File: config.mk
export PLATFORM = sky130hd
export DESIGN_NAME = psf_front
export DESIGN_NICKNAME = d
export VERILOG_FILES = /design/src/sv/psf_pkg.sv /design/src/sv/psf_front.sv
export SDC_FILE = /design/constraint.sdc
export NUM_CORES = 1
export LEC_CHECK = 0
export ABC_AREA = 1
export ABC_CLOCK_PERIOD_IN_PS = 2440
export BUFFER_PORTS_ARGS = -buffer_cell sky130_fd_sc_hd__buf_2
export CORE_AREA = 2 2 100 102
export DETAILED_ROUTE_END_ITERATION = 10
export DIE_AREA = 0 0 102 104
export PLACE_DENSITY = 0.47
export SETUP_SLACK_MARGIN = 0.4
export SLEW_MARGIN = 20
export SYNTH_ARGS = -nofsm -noshare
export SYNTH_HDL_FRONTEND = slang
export SYNTH_SLANG_ARGS = --single-unit
File: constraint.sdc
create_clock -name vclk -period 2.44
set_clock_uncertainty 0.1 [all_clocks]
set_input_delay 0.244 -clock vclk [all_inputs]
set_output_delay 0.244 -clock vclk [all_outputs]
set_load 0.005 [all_outputs]
File: src/sv/psf_pkg.sv
// Shared types, constants and helpers of the push-sum flow-updating node.
// No dependencies; used by every module of the block.
package psf_pkg;

    // Field widths of the item and result channels
    localparam int ADDR_W     = 48;
    localparam int WORD_W     = 32;
    localparam int PIDX_W     = 5;
    localparam int PCNT_W     = 6;
    localparam int LEN_W      = 8;
    localparam int OPC_W      = 2;
    localparam int CFG_IDX_W  = 2;
    localparam int CFG_DATA_W = 32;

    // Defaults and fixed values
    localparam int PEERS_DEFAULT = 32;
    localparam int FRACTION_BITS = 16;
    localparam int QUEUE_DEPTH   = 2;
    localparam logic [LEN_W-1:0]  ACCEPT_LENGTH = 8'd8;
    localparam logic [WORD_W-1:0] WEIGHT_ONE    = 32'(64'd1 << FRACTION_BITS);

    // Configuration register indexes
    localparam logic [CFG_IDX_W-1:0] CFG_PEER_COUNT  = 2'd0;
    localparam logic [CFG_IDX_W-1:0] CFG_VALUE_INIT  = 2'd1;
    localparam logic [CFG_IDX_W-1:0] CFG_WEIGHT_INIT = 2'd2;

    typedef enum logic [OPC_W-1:0] {
        OP_LOAD  = 2'd0,
        OP_START = 2'd1,
        OP_SEND  = 2'd2,
        OP_RECV  = 2'd3
    } t_opcode;

    // Command classes after the front end has screened the item
    typedef enum logic [2:0] {
        CMD_NOP,
        CMD_LOAD,
        CMD_START,
        CMD_SEND,
        CMD_RECV
    } t_cmd_kind;

    typedef struct packed {
        t_cmd_kind           kind;
        logic [PIDX_W-1:0]   peer_index;
        logic [ADDR_W-1:0]   peer_address;
        logic [WORD_W-1:0]   flow_value;
        logic [WORD_W-1:0]   flow_weight;
    } t_cmd;

    typedef struct packed {
        logic                send_valid;
        logic [ADDR_W-1:0]   send_address;
        logic [WORD_W-1:0]   sent_flow_value;
        logic [WORD_W-1:0]   sent_flow_weight;
        logic                receive_accepted;
        logic [WORD_W-1:0]   current_value;
        logic [WORD_W-1:0]   current_weight;
    } t_result;

    // Start values handed to the execution engine
    typedef struct packed {
        logic [WORD_W-1:0]   value_init;
        logic [WORD_W-1:0]   weight_init;
    } t_node_cfg;

    localparam int CMD_W = $bits(t_cmd);
    localparam int RES_W = $bits(t_result);

    // Arithmetic shift right by one, rounds toward minus infinity
    function automatic logic [WORD_W-1:0] halve(input logic [WORD_W-1:0] v);
        return {v[WORD_W-1], v[WORD_W-1:1]};
    endfunction

endpackage

File: src/sv/psf_front.sv
// Front end: takes input transactions and screens them into engine commands.
// Depends on psf_pkg for the command type and opcodes.
module psf_front #(
    parameter  int PEERS = psf_pkg::PEERS_DEFAULT,
    localparam int CNT_W = $clog2(PEERS + 1),
    localparam int NW    = (CNT_W > psf_pkg::PCNT_W) ? CNT_W : psf_pkg::PCNT_W
) (
    input  logic                              i_push,
    input  logic [psf_pkg::OPC_W-1:0]         i_opcode,
    input  logic [psf_pkg::PIDX_W-1:0]        i_peer_index,
    input  logic [psf_pkg::ADDR_W-1:0]        i_peer_address,
    input  logic [psf_pkg::WORD_W-1:0]        i_flow_value,
    input  logic [psf_pkg::WORD_W-1:0]        i_flow_weight,
    input  logic [psf_pkg::LEN_W-1:0]         i_payload_length,
    input  logic [NW-1:0]                     i_n_used,
    input  logic                              i_q_full,
    output logic                              o_full,
    output logic                              o_q_push,
    output psf_pkg::t_cmd                     o_cmd
);

    localparam logic [NW-1:0] PEERS_N = NW'(PEERS);

    logic [NW-1:0] idx_ext;

    assign idx_ext  = NW'(i_peer_index);
    assign o_full   = i_q_full;
    assign o_q_push = i_push && !i_q_full;

    // classify: out-of-range and malformed items become no-ops
    always_comb begin
        o_cmd.peer_index   = i_peer_index;
        o_cmd.peer_address = i_peer_address;
        o_cmd.flow_value   = i_flow_value;
        o_cmd.flow_weight  = i_flow_weight;
        case (psf_pkg::t_opcode'(i_opcode))
            psf_pkg::OP_LOAD: begin
                o_cmd.kind = (idx_ext < PEERS_N) ? psf_pkg::CMD_LOAD : psf_pkg::CMD_NOP;
            end
            psf_pkg::OP_START: begin
                o_cmd.kind = psf_pkg::CMD_START;
            end
            psf_pkg::OP_SEND: begin
                o_cmd.kind = (idx_ext < i_n_used) ? psf_pkg::CMD_SEND : psf_pkg::CMD_NOP;
            end
            psf_pkg::OP_RECV: begin
                o_cmd.kind = (i_payload_length == psf_pkg::ACCEPT_LENGTH) ?
                             psf_pkg::CMD_RECV : psf_pkg::CMD_NOP;
            end
            default: begin
                o_cmd.kind = psf_pkg::CMD_NOP;
            end
        endcase
    end

endmodule

==> key figures <==
Pwr
  – Leak: about 0.28 nW
  – Internal Pwr Total: approximately 0.000029 W
  – Reg power frac: 0
  – Overall Power: approximately 0.000057 W
  – Switching part of the total power: 0.4948
  – Cell Pwr Density: approximately 110 nW/um2
  – Clk network pwr share: 0
  – Largest vdd supply drop: between 0.00002 and 0.00003 V
  – Logic gate share of total power: 1.000
  – Net Switching: roughly 0.000028 W

Floorplanning
  – Core Region: 9549 um2
  – Initial Utilization: 0.1141
  – I/O Pins: roughly 260
  – Die height: 104 um
  – Die ar.: 10610 um2
  – Chip width: approximately 100 um
  – Cell Rows: 36

Drt
  – Routed len/inst: 11.21 um
  – Met2 wire len: approximately 850 um
  – Initial drt markers: 5
  – Pre-antenna DRT Iters: 2
  – Number of routed nets with antenna violations: 0
  – Total wire length: 2.354 mm
  – Routed length on met3: roughly 550 um
  – DR top layer: met4
  – DR vias: between 500 and 600
  – Metal-1 WL: approximately 520 um
  – DR DRC count: 0
  – Vias per Instance: 2.419

Timing
  – Maximum clock rate: 0.6346 GHz
  – Setup violators final: 0
  – RSZ-0062 raised after global routing: false
  – Fin Hold WS: a little under 400 ps
  – Setup_tns: 0 ps
  – Final Hold Vio Count: 0
  – Final Cycle Share: 0.6458
  – Relative slew slack: 0.9007
  – Slew Limit Fails: 0
  – Final Critical Period: 1576 ps
  – Worst-Margin Slew: roughly 150 ps

Synth
  – Post-Syn Area: 1090 um2
  – Yosys cell types: 8
  – Post-synthesis sequential area ratio: 0
  – Synth Area in Compound Gates: 0
  – Most common cell in the netlist: buf_4
  – Yosys synthesis warning count: 0
  – Synth Area in Adders: 0.04592
  – Yosys top cell by area: buf_4
  – Top cells by count, synth: 118 x buf_4, 15 x nand2_1, 12 x inv_1
  – Largest family of logic cells by synthesized area: buffers and inverters
  – Area share of the largest cell type after synthesis: 0.8129
  – Dominant cells by area after synthesis: buf_4 81%, nand2_1 5.2%, ha_1 4.6%
  – Syn Inst Count: around 160
  – Post-Syn Area per Cell: about 6.7 um2
  – Multiplexer area fraction after synthesis: 0
  – Syn_nets: between 300 and 400
  – Post-synthesis xor/xnor area fraction: 0
  – Post-synthesis simple-gate area fraction: 0.09644

Global routing
  – Vias in the first global route: 545
  – Largest net degree at the start of global routing: 4
  – Global route overflow: 0
  – Initial antenna violation count: 0
  – First-pass GRT wire length: about 3.0 mm
  – Tot GR Track Use: 0.03792

Placement
  – IO buf count: 33
  – Gpl congestion: around 0.6
  – Placed Instances: between 200 and 250
  – Hpwl dp: 2.095 mm

Critical path
  – Crit path max-delay family: simple AND/OR/NAND/NOR gates
  – Crit path cell chain: buf_2 -> ha_1 -> inv_1 -> nor3_1 -> nand2_1 -> nand2_1 -> nand2_1 -> buf_2
  – CP peak stage delay: about 270 ps
  – Startpoint Class: primary input
  – Crit-path max FO: 2
  – Worst EP arrival: approximately 1200 ps
  – Worst path most repeated cell: nand2_1
  – Crit path buf inv count: 3
  – Critical path required time: ~2100 ps
  – Slowest cell on crit path: ha_1
  – CP endpoint kind: output pin
  – Kind of critical path: primary input to output pin

Final layout
  – Final nets: around 220
  – Area grow syn2layout: -50.86%
  – Layout cells sized above 1: 0.4416
  – Post-route insts no fill: 210
  – Diode count: 0
  – CLK BUF: 0
  – Register area: 0 um2
  – Seq_cells: 0
  – Utilization after layout: 0.05608

Hold path
  – Hold Crit Class: primary input to output pin

Outcome
  – Status: finished clean

Clock tree
  – Post-CTS sizing: 0
  – CTS Hold Bufs: 0
  – Postcts setup bufs: 0

Flow run
  – Number of max-cap violations: 0
routing by layer:
layer / global-route usage / vias to the layer above
li1: - / 193
met1: 0.02267 / 187
met2: 0.05404 / 68
met3: 0.02621 / 60
met4: 0.06476 / 0
met5: 0 / -
power by group through the flow:
stage / logic [W] / registers (W) / clock network [W]
3_3_place_gp: 0.0000574 / 0 / 0
4_1_cts: 0.0000593 / 0 / 0
6_report: 0.0000567 / 0 / 0
3_5_place_dp: 0.0000591 / 0 / 0
5_1_grt: 0.0000683 / 0 / 0
2_1_floorplan: 0.000178 / 0 / 0
metrics by stage:
step / setup slack (ps) / instance area, um2
after global routing: 692.9 / 535.5
after global placement: 844.4 / 535.5
after CTS: 818.3 / 535.5
after floorplan: 1198 / 1090
after detailed placement: 826.9 / 535.5
final: 864.2 / 535.5
cell type report:
type                       instances  area, um2
multi-input combinational         31      155.1
timing repair buffer              33      165.2
fill                            1163       9014
tap                              133      166.4
inverter                          13      48.80
logic make-up after synthesis:
family / Yosys count
adder cells (fa/ha/maj): 4
AND/OR/NAND/NOR: 27
buffers and inverters: 131
worst paths after layout:
check,start,endpoint,depth (start not counted)
setup / recovery,i_peer_index[4],o_cmd[117],8
hold / removal,i_peer_address[37],o_cmd[101],0
cell usage in the layout, fill, tap and decap left out:
cell type  synthesis  layout
nor3_1             1       1
buf_2              0      33
ha_1               4       4
nor2_1             9       9
inv_1             12      12
nand3_1            2       2
nand2_1           15      15
inv_2              1       1
No activity file was read; power rests on OpenSTA's default activity.
