`src/sv/psf_pkg.sv`:
```
// Shared types, constants and helpers of the push-sum flow-updating node.
// No dependencies; used by every module of the block.
package psf_pkg;

    // Field widths of the item and result channels
    localparam int ADDR_W     = 48;
    localparam int WORD_W     = 32;
    localparam int PIDX_W     = 5;
    localparam int PCNT_W     = 6;
    localparam int LEN_W      = 8;
    localparam int OPC_W      = 2;
    localparam int CFG_IDX_W  = 2;
    localparam int CFG_DATA_W = 32;

    // Defaults and fixed values
    localparam int PEERS_DEFAULT = 32;
    localparam int FRACTION_BITS = 16;
    localparam int QUEUE_DEPTH   = 2;
    localparam logic [LEN_W-1:0]  ACCEPT_LENGTH = 8'd8;
    localparam logic [WORD_W-1:0] WEIGHT_ONE    = 32'(64'd1 << FRACTION_BITS);

    // Configuration register indexes
    localparam logic [CFG_IDX_W-1:0] CFG_PEER_COUNT  = 2'd0;
    localparam logic [CFG_IDX_W-1:0] CFG_VALUE_INIT  = 2'd1;
    localparam logic [CFG_IDX_W-1:0] CFG_WEIGHT_INIT = 2'd2;

    typedef enum logic [OPC_W-1:0] {
        OP_LOAD  = 2'd0,
        OP_START = 2'd1,
        OP_SEND  = 2'd2,
        OP_RECV  = 2'd3
    } t_opcode;

    // Command classes after the front end has screened the item
    typedef enum logic [2:0] {
        CMD_NOP,
        CMD_LOAD,
        CMD_START,
        CMD_SEND,
        CMD_RECV
    } t_cmd_kind;

    typedef struct packed {
        t_cmd_kind           kind;
        logic [PIDX_W-1:0]   peer_index;
        logic [ADDR_W-1:0]   peer_address;
        logic [WORD_W-1:0]   flow_value;
        logic [WORD_W-1:0]   flow_weight;
    } t_cmd;

    typedef struct packed {
        logic                send_valid;
        logic [ADDR_W-1:0]   send_address;
        logic [WORD_W-1:0]   sent_flow_value;
        logic [WORD_W-1:0]   sent_flow_weight;
        logic                receive_accepted;
        logic [WORD_W-1:0]   current_value;
        logic [WORD_W-1:0]   current_weight;
    } t_result;

    // Start values handed to the execution engine
    typedef struct packed {
        logic [WORD_W-1:0]   value_init;
        logic [WORD_W-1:0]   weight_init;
    } t_node_cfg;

    localparam int CMD_W = $bits(t_cmd);
    localparam int RES_W = $bits(t_result);

    // Arithmetic shift right by one, rounds toward minus infinity
    function automatic logic [WORD_W-1:0] halve(input logic [WORD_W-1:0] v);
        return {v[WORD_W-1], v[WORD_W-1:1]};
    endfunction

endpackage

```
`src/sv/psf_fifo.sv`:
```
// Small register queue used between front end, engine and result port.
// Depends on psf_pkg for the queue depth.
module psf_fifo #(
    parameter int W = psf_pkg::CMD_W
) (
    input  logic         i_clk,
    input  logic         i_rst_n,
    input  logic         i_push,
    input  logic [W-1:0] i_data,
    input  logic         i_pop,
    output logic [W-1:0] o_data,
    output logic         o_full,
    output logic         o_empty
);

    localparam int DEPTH = psf_pkg::QUEUE_DEPTH;
    localparam int PTR_W = (DEPTH > 1) ? $clog2(DEPTH) : 1;
    localparam int CNT_W = $clog2(DEPTH + 1);
    localparam logic [PTR_W-1:0] LAST_PTR = PTR_W'(DEPTH - 1);

    logic [W-1:0]     r_mem [DEPTH];
    logic [PTR_W-1:0] r_wr_ptr, n_wr_ptr;
    logic [PTR_W-1:0] r_rd_ptr, n_rd_ptr;
    logic [CNT_W-1:0] r_count, n_count;
    logic             do_push, do_pop;

    assign o_full  = (r_count == CNT_W'(DEPTH));
    assign o_empty = (r_count == '0);
    assign do_push = i_push && !o_full;
    assign do_pop  = i_pop && !o_empty;
    assign o_data  = r_mem[r_rd_ptr];

    // pointer and fill count update
    always_comb begin
        n_wr_ptr = r_wr_ptr;
        n_rd_ptr = r_rd_ptr;
        n_count  = r_count;
        if (do_push) begin
            n_wr_ptr = (r_wr_ptr == LAST_PTR) ? '0 : r_wr_ptr + 1'b1;
        end
        if (do_pop) begin
            n_rd_ptr = (r_rd_ptr == LAST_PTR) ? '0 : r_rd_ptr + 1'b1;
        end
        if (do_push && !do_pop) begin
            n_count = r_count + 1'b1;
        end else if (do_pop && !do_push) begin
            n_count = r_count - 1'b1;
        end
    end

    always_ff @(posedge i_clk) begin
        if (!i_rst_n) begin
            r_wr_ptr <= '0;
            r_rd_ptr <= '0;
            r_count  <= '0;
        end else begin
            r_wr_ptr <= n_wr_ptr;
            r_rd_ptr <= n_rd_ptr;
            r_count  <= n_count;
        end
    end

    // storage, no reset
    always_ff @(posedge i_clk) begin
        if (do_push) begin
            r_mem[r_wr_ptr] <= i_data;
        end
    end

endmodule

```
`config.mk`:
```
export PLATFORM = sky130hd
export DESIGN_NAME = psf_fifo
export DESIGN_NICKNAME = d
export VERILOG_FILES = /design/src/sv/psf_pkg.sv /design/src/sv/psf_fifo.sv
export SDC_FILE = /design/constraint.sdc
export NUM_CORES = 1
export LEC_CHECK = 0
export ABC_AREA = 1
export BUFFER_PORTS_ARGS = -buffer_cell sky130_fd_sc_hd__buf_2
export CAP_MARGIN = 30
export CORE_ASPECT_RATIO = 1.4
export CORE_MARGIN = 2
export CORE_UTILIZATION = 47
export DETAILED_ROUTE_END_ITERATION = 7
export GPL_TIMING_DRIVEN = 0
export PLACE_DENSITY_LB_ADDON = 0.15
export SLEW_MARGIN = 10
export SYNTH_ARGS = -nofsm -noshare
export SYNTH_HDL_FRONTEND = slang
export SYNTH_SLANG_ARGS = --single-unit
```
`constraint.sdc`:
```
create_clock -name i_clk -period 6.7 [get_ports i_clk]
set_input_delay 1.34 -clock i_clk [delete_from_list [all_inputs] [get_ports i_clk]]
set_output_delay 1.34 -clock i_clk [all_outputs]
set_load 0.005 [all_outputs]
```
==> results of run 1 <==
[routing by layer]
layer  track usage  up-vias
met3        0.0494       30
met5             0        -
met1         0.180     2254
li1              -     2180
met2         0.306      146
met4        0.0475        2
[power by group through the flow]
stage	clock network, mW	logic (mW)	registers, mW
3_5_place_dp	0	0.928	2.02
5_1_grt	1.24	0.995	2.00
4_1_cts	1.19	0.933	1.98
2_1_floorplan	0	0.502	2.04
3_3_place_gp	0	0.848	2.08
6_report	1.15	0.910	1.98
[per-stage QoR]
| step | util | cell area, sq um | hold WS, ps |
|---|---|---|---|
| 6_report | 0.610 | 11400 | 506 |
| 5_1_grt | 0.610 | 11300 | 558 |
| 4_1_cts | 0.610 | 11300 | 510 |
| 3_5_place_dp | 0.575 | 10700 | 496 |
| 3_3_place_gp | 0.563 | 10500 | 484 |
| 2_1_floorplan | - | 8930 | 467 |
[registers in the layout, summed over array words and instances (netlist names), named ones only]
register,cells
r_count,2
r_rd_ptr,1
r_wr_ptr,1
r_mem,240
[layout by cell type (no fill, tap or decap)]
master,n
sky130_fd_sc_hd__o21ai_0,3
sky130_fd_sc_hd__diode_2,1
sky130_fd_sc_hd__inv_1,9
sky130_fd_sc_hd__buf_16,4
sky130_fd_sc_hd__buf_6,11
sky130_fd_sc_hd__buf_12,5
sky130_fd_sc_hd__dfxtp_1,5
sky130_fd_sc_hd__nand3_1,1
sky130_fd_sc_hd__nor2_4,2
sky130_fd_sc_hd__clkinvlp_4,2
sky130_fd_sc_hd__nand2_1,6
sky130_fd_sc_hd__clkbuf_16,23
sky130_fd_sc_hd__ha_1,1
sky130_fd_sc_hd__nor2_1,9
sky130_fd_sc_hd__mux2_2,120
sky130_fd_sc_hd__buf_2,247
sky130_fd_sc_hd__clkinv_1,5
sky130_fd_sc_hd__clkbuf_1,4
sky130_fd_sc_hd__clkinv_2,7
sky130_fd_sc_hd__edfxtp_1,240
sky130_fd_sc_hd__a21oi_1,1
sky130_fd_sc_hd__nand4_1,1
[final cells by class]
type                    instances  area (sq um)
fillers                      1453          7250
repair buffers                254          1440
clock buffers                  27           591
clock inverters                14          68.8
inverters                       9          33.8
diodes                          1          2.50
flip-flops and latches        245          7310
plain buffers                  13           134
well taps                     244           305
multi-input cells             144          1470
[logic make-up after synthesis]
logic type | Yosys count | share of synthesized area
multiplexers | 120 | 0.151
AND/OR/NAND/NOR | 19 | 0.00840
buffers and inverters | 22 | 0.0188
adder cells (fa/ha/maj) | 1 | 0.00140
AO/OA/AOI/OAI | 4 | 0.00224
flip-flops | 245 | 0.818
[worst max-delay path: cells and delay by family (launching register included)]
family	cells	cell delay, ps
flip-flops	1	350
multiplexers	1	350
buffers and inverters	3	540
[path summary, 6_finish.rpt]
check             startpoint      endpoint  slack, ps  cells after the start
setup / recovery   flip-flop    o_data[15]       3630                      4
hold / removal      r_rd_ptr      r_rd_ptr        510                      2
setup reg to reg  r_count[0]  r_mem[0][48]       4430                      4
hold reg to reg     r_rd_ptr      r_rd_ptr        510                      2
==> metrics.txt, run 1 <==
# TYPE chip_impl_metric gauge
chip_impl_metric{name="switching_power",unit="mW"} 1.01
chip_impl_metric{name="post-layout-total-power",unit="mW"} 4.04
chip_impl_info{name="outcome",value="completed"} 1
chip_impl_metric{name="grt_overflow",unit=""} 0
chip_impl_metric{name="number_of_violations_reported_at_the_end_of_detailed_routing_iteration_0",unit=""} 259
chip_impl_info{name="uppermost_layer_routed",value="met5"} 1
chip_impl_metric{name="wl_per_cell",unit="microns"} 17.9
chip_impl_info{name="classification_of_the_worst_setup_path",value="reg2out"} 1
chip_impl_info{name="rsz_0062_raised_after_global_routing",value="no"} 1
chip_impl_metric{name="power_density",unit="nW/um^2"} 356
chip_impl_info{name="holdCritPathClass",value="reg2reg"} 1
chip_impl_info{name="worst_setup_path_start_kind",value="flip-flop"} 1
chip_impl_metric{name="worst_slew_margin_rel",unit=""} 0.443
chip_impl_metric{name="synthesis.area",unit="sq um"} 8930
chip_impl_metric{name="power.sequential.fraction",unit=""} 0.490
chip_impl_metric{name="via_count_of_the_first_global_routing_pass",unit=""} 5047
chip_impl_metric{name="post_drt_via_cell_ratio",unit=""} 4.85
chip_impl_metric{name="number_of_unique_standard_cell_types_used_by_synthesis",unit=""} 13
chip_impl_metric{name="grt_start_max_net_pins",unit=""} 31
chip_impl_metric{name="max-vdd-ir-drop",unit="V"} 0.000226
chip_impl_metric{name="critPathRequiredTime",unit="ps"} 5360
chip_impl_metric{name="setup_ws",unit="ps"} 3630
chip_impl_metric{name="crit_path_max_fanout",unit=""} 10
chip_impl_metric{name="number_of_enable_type_register_cells_in_the_synthesized_netlist",unit=""} 240
chip_impl_info{name="synthMostInstantiatedCell",value="sky130_fd_sc_hd__edfxtp_1"} 1
chip_impl_metric{name="clock_latency",unit="ps"} 500
chip_impl_metric{name="width_of_the_die",unit="microns"} 121
chip_impl_metric{name="numPlacedInstances",unit=""} 909
chip_impl_metric{name="layout_worst_path_cycle_share",unit=""} 0.458
chip_impl_metric{name="dr.pass1.iters",unit=""} 4
chip_impl_metric{name="drive_gt1_frac",unit=""} 0.596
chip_impl_metric{name="crit_arrival",unit="ps"} 1730
chip_impl_metric{name="synth_seq_area_share",unit=""} 0.818
chip_impl_metric{name="slowest_delay",unit="ps"} 350
chip_impl_metric{name="grt_first_pass_wirelength",unit="mm"} 25.9
chip_impl_metric{name="gp_congestion",unit=""} 0.737
chip_impl_info{name="tritoncts_clock_tree",value="yes"} 1
chip_impl_info{name="cp_cell_sequence",value="buf_6 > buf_6 > mux2_2 > buf_2"} 1
chip_impl_metric{name="global_route_usage_over_all_layers",unit=""} 0.165
chip_impl_metric{name="setup-violations-final",unit=""} 0
chip_impl_metric{name="tritoncts.num_buffers",unit=""} 23
chip_impl_metric{name="cts_hold_buf",unit=""} 0
chip_impl_info{name="setup.worst_path.end_class",value="primary output"} 1
chip_impl_metric{name="cts_repair_resize_count",unit=""} 0
chip_impl_metric{name="std_cell_rows",unit=""} 59
chip_impl_metric{name="achievable-frequency",unit="MHz"} 326
chip_impl_info{name="postSynth.topFlopCell",value="sky130_fd_sc_hd__edfxtp_1"} 1
chip_impl_metric{name="path_clk_slew",unit="ps"} 60
chip_impl_metric{name="measured_slew_at_the_worst_slew_check_pin",unit="ps"} 826
chip_impl_metric{name="met3WireLength",unit="mm"} 1.33
chip_impl_metric{name="drc",unit=""} 0
chip_impl_metric{name="postSynth.asyncResetShare",unit=""} 0
chip_impl_metric{name="max-cap-violations",unit=""} 0
chip_impl_metric{name="met2WireLength",unit="mm"} 9.20
chip_impl_metric{name="die_y_extent",unit="microns"} 167
chip_impl_metric{name="final_wl",unit="mm"} 17.0
chip_impl_metric{name="hold_violations",unit=""} 0
chip_impl_metric{name="synthesis.nets",unit=""} 536
chip_impl_metric{name="power.internal",unit="mW"} 3.03
chip_impl_metric{name="wl_met1",unit="mm"} 6.07
chip_impl_metric{name="numClockSinks",unit=""} 245
chip_impl_metric{name="slew_violations",unit=""} 0
chip_impl_metric{name="core",unit="sq um"} 18600
chip_impl_metric{name="fin_crit",unit="ps"} 3070
chip_impl_metric{name="total_neg_setup_slack",unit="ps"} 0
chip_impl_metric{name="floorplan.io_pins",unit=""} 246
chip_impl_metric{name="yosys.area.top_type_share",unit=""} 0.807
chip_impl_metric{name="antenna_found_initial",unit=""} 2
chip_impl_metric{name="final_hpwl_from_detailed_placement",unit="mm"} 11.8
chip_impl_info{name="crit_path_top_delay_cell",value="sky130_fd_sc_hd__dfxtp_1"} 1
chip_impl_metric{name="clockPowerShare",unit=""} 0.285
chip_impl_info{name="cpMostUsedCell",value="sky130_fd_sc_hd__buf_6"} 1
chip_impl_metric{name="postSynthCellCount",unit=""} 411
chip_impl_metric{name="cellLeakagePower",unit="nW"} 4.27
chip_impl_info{name="clk_root_buffer_cell",value="sky130_fd_sc_hd__clkbuf_16"} 1
chip_impl_metric{name="synth-seq-cells",unit=""} 245
chip_impl_metric{name="preCtsSetupSlack",unit="ps"} 3410
chip_impl_info{name="cell_accounting_for_the_most_synthesized_area",value="sky130_fd_sc_hd__edfxtp_1"} 1
chip_impl_metric{name="die_area",unit="sq um"} 20100
chip_impl_info{name="synthTopCellsByArea",value="sky130_fd_sc_hd__edfxtp_1, sky130_fd_sc_hd__mux2_2, sky130_fd_sc_hd__buf_6"} 1
chip_impl_metric{name="power.share.combinational",unit=""} 0.225
chip_impl_metric{name="post_layout_instance_count_excluding_filler_cells",unit=""} 951
chip_impl_metric{name="num-nets-final",unit=""} 815
chip_impl_metric{name="syn-mean-instance-area",unit="sq um"} 21.7
chip_impl_metric{name="cts_setup_buffers",unit=""} 0
chip_impl_metric{name="port_buffers",unit=""} 245
chip_impl_metric{name="clock_skew",unit="ps"} 11.3
chip_impl_metric{name="via_count",unit=""} 4612
chip_impl_metric{name="drt.antenna.violating_nets",unit=""} 0
chip_impl_metric{name="clockBufferDepth",unit=""} 3
chip_impl_metric{name="p_sw_frac",unit=""} 0.251
chip_impl_info{name="synthTopCellsByCount",value="sky130_fd_sc_hd__edfxtp_1, sky130_fd_sc_hd__mux2_2, sky130_fd_sc_hd__buf_6, sky130_fd_sc_hd__nor2_1, sky130_fd_sc_hd__inv_1"} 1
chip_impl_metric{name="htreeDepth",unit=""} 1
chip_impl_metric{name="area_growth_syn_to_layout",unit="%"} 27.1
chip_impl_metric{name="floorplan.initialDensity",unit=""} 0.480
chip_impl_metric{name="ys_warn_count",unit=""} 0
(Power assumes the default switching activity.)
==> run 2: changes to the inputs <==
CORE_UTILIZATION = 52   (was 47)
clock period = 3.1 ns   (was 6.7 ns; I/O delays follow)
==> metrics.txt, run 2 (synthesized netlist as in run 1, its figures left out) <==
# TYPE chip_impl_metric gauge
chip_impl_metric{name="drive_gt1_frac",unit=""} 0.586
chip_impl_metric{name="via_count_of_the_first_global_routing_pass",unit=""} 5082
chip_impl_metric{name="reg2regPathDepth",unit=""} 4
chip_impl_metric{name="setup_ws",unit="ps"} 729
chip_impl_metric{name="slowest_delay",unit="ps"} 370
chip_impl_info{name="clk_root_buffer_cell",value="sky130_fd_sc_hd__clkbuf_16"} 1
chip_impl_metric{name="num-nets-final",unit=""} 815
chip_impl_metric{name="port_buffers",unit=""} 245
chip_impl_metric{name="cellLeakagePower",unit="nW"} 4.26
chip_impl_metric{name="number_of_violations_reported_at_the_end_of_detailed_routing_iteration_0",unit=""} 254
chip_impl_info{name="outcome",value="completed"} 1
chip_impl_metric{name="max-vdd-ir-drop",unit="V"} 0.000574
chip_impl_metric{name="measured_slew_at_the_worst_slew_check_pin",unit="ps"} 799
chip_impl_metric{name="via_count",unit=""} 4658
chip_impl_metric{name="dr.pass1.iters",unit=""} 4
chip_impl_metric{name="slew_violations",unit=""} 0
chip_impl_metric{name="std_cell_rows",unit=""} 56
chip_impl_metric{name="worstHoldPathCells",unit=""} 1
chip_impl_metric{name="largest_register_ff_count",unit=""} 240
chip_impl_info{name="worst_setup_path_start_kind",value="flip-flop"} 1
chip_impl_metric{name="setup-violations-final",unit=""} 0
chip_impl_info{name="rsz_0062_raised_after_global_routing",value="no"} 1
chip_impl_metric{name="max-cap-violations",unit=""} 0
chip_impl_info{name="crit_path_top_delay_cell",value="sky130_fd_sc_hd__dfxtp_1"} 1
chip_impl_info{name="holdCritPathClass",value="in2reg"} 1
chip_impl_metric{name="final_hpwl_from_detailed_placement",unit="mm"} 11.8
chip_impl_metric{name="clockBufferDepth",unit=""} 3
chip_impl_info{name="leading_registers_by_flop_count",value="r_mem (240), r_count (2)"} 1
chip_impl_metric{name="crit_path_max_fanout",unit=""} 10
chip_impl_metric{name="die_y_extent",unit="microns"} 159
chip_impl_info{name="layout.cells.most_common",value="sky130_fd_sc_hd__buf_2"} 1
chip_impl_metric{name="cp.buffers_inverters",unit=""} 3
chip_impl_metric{name="antenna_found_initial",unit=""} 6
chip_impl_metric{name="power_density",unit="nW/um^2"} 778
chip_impl_metric{name="critPathRequiredTime",unit="ps"} 2480
chip_impl_metric{name="cts_setup_buffers",unit=""} 0
chip_impl_metric{name="width_of_the_die",unit="microns"} 115
chip_impl_metric{name="die_area",unit="sq um"} 18300
chip_impl_info{name="critical_path.top_delay_family",value="buffers and inverters"} 1
chip_impl_metric{name="grt_first_pass_wirelength",unit="mm"} 25.2
chip_impl_metric{name="path_clk_slew",unit="ps"} 60
chip_impl_metric{name="post-route-cell-area",unit="sq um"} 11300
chip_impl_metric{name="grt_overflow",unit=""} 0
chip_impl_metric{name="core",unit="sq um"} 16800
chip_impl_metric{name="drt.antenna.violating_nets",unit=""} 0
chip_impl_info{name="max_flop_register",value="r_mem"} 1
chip_impl_metric{name="cts_repair_resize_count",unit=""} 0
chip_impl_metric{name="final_wl",unit="mm"} 16.8
chip_impl_metric{name="worst_slew_margin_rel",unit=""} 0.462
chip_impl_metric{name="tritoncts.num_buffers",unit=""} 24
chip_impl_metric{name="gp_congestion",unit=""} 0.706
chip_impl_metric{name="clock_latency",unit="ps"} 500
chip_impl_metric{name="hold_violations",unit=""} 0
chip_impl_metric{name="cts_hold_buf",unit=""} 0
chip_impl_metric{name="fillerInstances",unit=""} 1177
chip_impl_metric{name="floorplan.initialDensity",unit=""} 0.531
chip_impl_metric{name="preCtsSetupSlack",unit="ps"} 612
chip_impl_metric{name="post-layout-total-power",unit="mW"} 8.80
chip_impl_metric{name="global_route_usage_over_all_layers",unit=""} 0.178
chip_impl_metric{name="layout_worst_path_cycle_share",unit=""} 0.765
chip_impl_metric{name="fin_crit",unit="ps"} 2370
chip_impl_metric{name="wl_per_cell",unit="microns"} 18.4
chip_impl_metric{name="floorplan.io_pins",unit=""} 246
chip_impl_info{name="cp_cell_sequence",value="buf_6 > buf_6 > mux2_2 > buf_2"} 1
chip_impl_metric{name="drc",unit=""} 0
chip_impl_metric{name="cp_num_cells",unit=""} 4
chip_impl_metric{name="area_growth_syn_to_layout",unit="%"} 26.6
chip_impl_info{name="tritoncts_clock_tree",value="yes"} 1
chip_impl_metric{name="crit_arrival",unit="ps"} 1750
chip_impl_metric{name="post_drt_via_cell_ratio",unit=""} 5.09
chip_impl_info{name="setup.worst_path.end_class",value="primary output"} 1
chip_impl_metric{name="detailed_place.area",unit="sq um"} 10600
chip_impl_metric{name="achievable-frequency",unit="MHz"} 422
chip_impl_metric{name="clock_skew",unit="ps"} 8.67
chip_impl_info{name="cpMostUsedCell",value="sky130_fd_sc_hd__buf_6"} 1
chip_impl_info{name="classification_of_the_worst_setup_path",value="reg2out"} 1
chip_impl_metric{name="htreeDepth",unit=""} 1
chip_impl_metric{name="grt_start_max_net_pins",unit=""} 30
chip_impl_info{name="final_cell_mix",value="sky130_fd_sc_hd__buf_2, sky130_fd_sc_hd__edfxtp_1, sky130_fd_sc_hd__mux2_2"} 1
chip_impl_metric{name="numClockSinks",unit=""} 245
-- run 2: through the flow --
| step | std cells | TNS [ps] | hold WS, ps | utilization |
|---|---|---|---|---|
| global route | 915 | 0 | 280 | 0.673 |
| CTS | 910 | 0 | 285 | 0.672 |
| detailed placement | 867 | 0 | 496 | 0.631 |
| global placement | 859 | -679430 | 477 | 0.620 |
| finish | 915 | 0 | 307 | 0.673 |
| floorplan | 411 | -307100 | 467 | - |
-- run 2: final timing paths --
kind | start | to | slack [ps]
hold / removal | i_data[39] | r_mem[0][39] | 310
setup / recovery | flip-flop | o_data[15] | 730
hold reg to reg | r_rd_ptr | r_rd_ptr | 510
setup reg to reg | r_count[0] | r_mem[1][36] | 900
-- run 2: power breakdown --
part           switching [mW]  internal (mW)
clock network            1.09           1.47
logic                   0.955          0.996
registers               0.107           4.18
total                    2.16           6.65
-- run 2: final cells by class --
| cell class | instances | area (sq um) | share of cell area |
|---|---|---|---|
| clock buffer | 34 | 659 | 0.0583 |
| buffer | 13 | 134 | 0.0118 |
| antenna | 5 | 12.5 | 0.00111 |
| multi-input combinational | 144 | 1470 | 0.130 |
| timing repair buffer | 253 | 1400 | 0.124 |
| tap | 203 | 254 | 0.0225 |
| inverter | 9 | 33.8 | 0.00299 |
| clock inverter | 9 | 35.0 | 0.00310 |
| sequential | 245 | 7310 | 0.646 |
-- run 2: worst reg2reg max path, stage by stage (launching register included) --
cell and delay, ps:
sky130_fd_sc_hd__dfxtp_1 400, sky130_fd_sc_hd__o21ai_0 310, sky130_fd_sc_hd__nor2_4 630, sky130_fd_sc_hd__buf_12 290, sky130_fd_sc_hd__buf_12 230
-- run 2: layer usage --
metal	track usage	wire length, microns	up-vias
met5	0	11	-
met1	0.184	5680	2258
met4	0.0646	477	2
met2	0.330	9170	186
met3	0.0582	1470	39
li1	-	-	2173
==> run 3: changes to the inputs <==
CORE_UTILIZATION = 47   (was 52)
clock period = 2.1 ns   (was 3.1 ns; I/O delays follow)
==> metrics.txt, run 3 (synthesized netlist as in run 1, its figures left out) <==
# TYPE chip_impl_metric gauge
chip_impl_metric{name="post_drt_via_cell_ratio",unit=""} 4.86
chip_impl_metric{name="layout_worst_path_cycle_share",unit=""} 1.00
chip_impl_metric{name="global_route_usage_over_all_layers",unit=""} 0.165
chip_impl_metric{name="post-layout-total-power",unit="mW"} 13.4
chip_impl_metric{name="fillerInstances",unit=""} 1453
chip_impl_info{name="tritoncts_clock_tree",value="yes"} 1
chip_impl_info{name="rsz_0062_raised_after_global_routing",value="yes"} 1
chip_impl_metric{name="setup_ws",unit="ps"} -1.43
chip_impl_metric{name="critPathRequiredTime",unit="ps"} 1680
chip_impl_metric{name="wl_per_cell",unit="microns"} 17.7
chip_impl_info{name="worst_setup_path_start_kind",value="flip-flop"} 1
chip_impl_metric{name="grt_first_pass_wirelength",unit="mm"} 25.8
chip_impl_metric{name="numClockSinks",unit=""} 245
chip_impl_metric{name="fin_crit",unit="ps"} 2100
chip_impl_metric{name="dr.pass1.iters",unit=""} 4
chip_impl_metric{name="drive_gt1_frac",unit=""} 0.610
chip_impl_metric{name="power_density",unit="nW/um^2"} 1170
chip_impl_metric{name="max-cap-violations",unit=""} 0
chip_impl_metric{name="cts_setup_buffers",unit=""} 0
chip_impl_metric{name="fraction_of_the_core_area_covered_by_cells_at_the_end_of_the_flow",unit=""} 0.617
chip_impl_metric{name="largest_register_ff_count",unit=""} 240
chip_impl_metric{name="total_neg_setup_slack",unit="ps"} -2.69
chip_impl_metric{name="clock_latency",unit="ps"} 500
chip_impl_metric{name="grt_start_max_net_pins",unit=""} 31
chip_impl_metric{name="number_of_violations_reported_at_the_end_of_detailed_routing_iteration_0",unit=""} 231
chip_impl_info{name="setup.worst_path.end_class",value="primary output"} 1
chip_impl_metric{name="crit_path_max_fanout",unit=""} 10
chip_impl_info{name="leading_registers_by_flop_count",value="r_mem (240), r_count (2)"} 1
chip_impl_info{name="failed_checks",value="negative setup slack"} 1
chip_impl_metric{name="detailed_place.area",unit="sq um"} 10700
chip_impl_metric{name="path_clk_slew",unit="ps"} 70
chip_impl_metric{name="num-nets-final",unit=""} 814
chip_impl_metric{name="htreeDepth",unit=""} 1
chip_impl_metric{name="max-vdd-ir-drop",unit="V"} 0.000798
chip_impl_metric{name="std_cell_rows",unit=""} 59
chip_impl_metric{name="die_area",unit="sq um"} 20100
chip_impl_metric{name="die_y_extent",unit="microns"} 167
chip_impl_info{name="worst_hold_startpoint",value="i_data[7]"} 1
chip_impl_info{name="outcome",value="finished with violations"} 1
chip_impl_metric{name="numPlacedInstances",unit=""} 908
chip_impl_info{name="holdCritPathClass",value="in2reg"} 1
chip_impl_info{name="layout.cells.most_common",value="sky130_fd_sc_hd__buf_2"} 1
chip_impl_metric{name="hold_violations",unit=""} 0
chip_impl_info{name="clk_root_buffer_cell",value="sky130_fd_sc_hd__clkbuf_16"} 1
chip_impl_metric{name="floorplan.initialDensity",unit=""} 0.480
chip_impl_metric{name="post_layout_instance_count_excluding_filler_cells",unit=""} 952
chip_impl_metric{name="multiInputGateArea",unit="sq um"} 1490
chip_impl_metric{name="via_count",unit=""} 4630
chip_impl_metric{name="core",unit="sq um"} 18600
chip_impl_metric{name="floorplan.io_pins",unit=""} 246
chip_impl_metric{name="grt_overflow",unit=""} 0
chip_impl_metric{name="area_growth_syn_to_layout",unit="%"} 28.4
chip_impl_metric{name="gp_congestion",unit=""} 0.765
chip_impl_metric{name="final_wl",unit="mm"} 16.9
chip_impl_info{name="max_flop_register",value="r_mem"} 1
chip_impl_metric{name="crit_arrival",unit="ps"} 1680
chip_impl_metric{name="drc",unit=""} 0
chip_impl_metric{name="regArea",unit="sq um"} 7310
chip_impl_metric{name="slew_violations",unit=""} 0
chip_impl_info{name="r2r-start",value="r_count[1]"} 1
chip_impl_metric{name="clockBufferDepth",unit=""} 3
chip_impl_metric{name="tritoncts.num_buffers",unit=""} 23
chip_impl_metric{name="drt.antenna.violating_nets",unit=""} 0
chip_impl_metric{name="final_hpwl_from_detailed_placement",unit="mm"} 11.8
chip_impl_metric{name="port_buffers",unit=""} 245
chip_impl_metric{name="via_count_of_the_first_global_routing_pass",unit=""} 4926
chip_impl_metric{name="setup-violations-final",unit=""} 2
chip_impl_metric{name="worst_slew_margin_rel",unit=""} 0.553
chip_impl_info{name="final_cell_mix",value="sky130_fd_sc_hd__buf_2, sky130_fd_sc_hd__edfxtp_1, sky130_fd_sc_hd__mux2_2"} 1
chip_impl_metric{name="width_of_the_die",unit="microns"} 121
chip_impl_metric{name="cellLeakagePower",unit="nW"} 4.31
chip_impl_metric{name="post-route-cell-area",unit="sq um"} 11500
chip_impl_metric{name="measured_slew_at_the_worst_slew_check_pin",unit="ps"} 670
chip_impl_info{name="classification_of_the_worst_setup_path",value="reg2out"} 1
chip_impl_metric{name="clock_skew",unit="ps"} 24.4
chip_impl_metric{name="antenna_found_initial",unit=""} 4
chip_impl_metric{name="achievable-frequency",unit="MHz"} 476
-- run 3: changes by cell type in the layout (fill, tap and decap cells not counted), sizes merged --
cell	delta
clkinvlp	+5
bufinv	+4
diode	-2
clkbuf	-11
-- run 3: critical path, cell delays in order, from the launching register on --
cell and delay [ps]:
sky130_fd_sc_hd__dfxtp_2 360, sky130_fd_sc_hd__buf_12 170, sky130_fd_sc_hd__buf_6 170, sky130_fd_sc_hd__mux2_2 340, sky130_fd_sc_hd__buf_2 140
-- run 3: worst paths after layout --
check            endpoint  slack, ps  depth (start not counted)
max            o_data[25]         -1                          4
min reg2reg     flip-flop        500                          2
min           r_mem[0][7]        100                          1
max reg2reg  r_mem[0][68]        180                          5
-- run 3: repair_timing --
item,4_1_cts,5_1_grt
hold buffers,0,0
setup endpoints to repair,100,109
resized for setup,8,1
-- run 3: stage by stage --
stage / hold slack, ps / setup slack, ps
2_1_floorplan: 467 / -596
4_1_cts: 83.8 / -29.6
3_3_place_gp: 482 / -1590
5_1_grt: 85.4 / -61.1
3_5_place_dp: 499 / 59.7
6_report: 101 / -1.43
-- run 3: area by class of cell --
class	instances	share of cell area
Clock inverter	18	0.0173
Clock buffer	23	0.0502
Tap cell	244	0.0266
Buffer	13	0.0141
Inverter	9	0.00294
Timing Repair Buffer	253	0.121
Multi-Input combinational cell	144	0.130
Sequential cell	245	0.637
Antenna cell	3	0.000654
-- run 3: power breakdown --
part / total, mW / internal [mW] / switching, mW
combinational: 2.93 / 1.51 / 1.42
sequential: 6.34 / 6.17 / 0.163
clock: 4.19 / 2.50 / 1.69
total: 13.4 / 10.2 / 3.27
-- run 3: layer usage --
layer  up-vias  routed length [microns]  GRT usage
li1       2175                        -          -
met5         -                        7          0
met2       178                     9160      0.300
met4         2                      526     0.0597
met3        39                     1400     0.0487
met1      2236                     5770      0.181
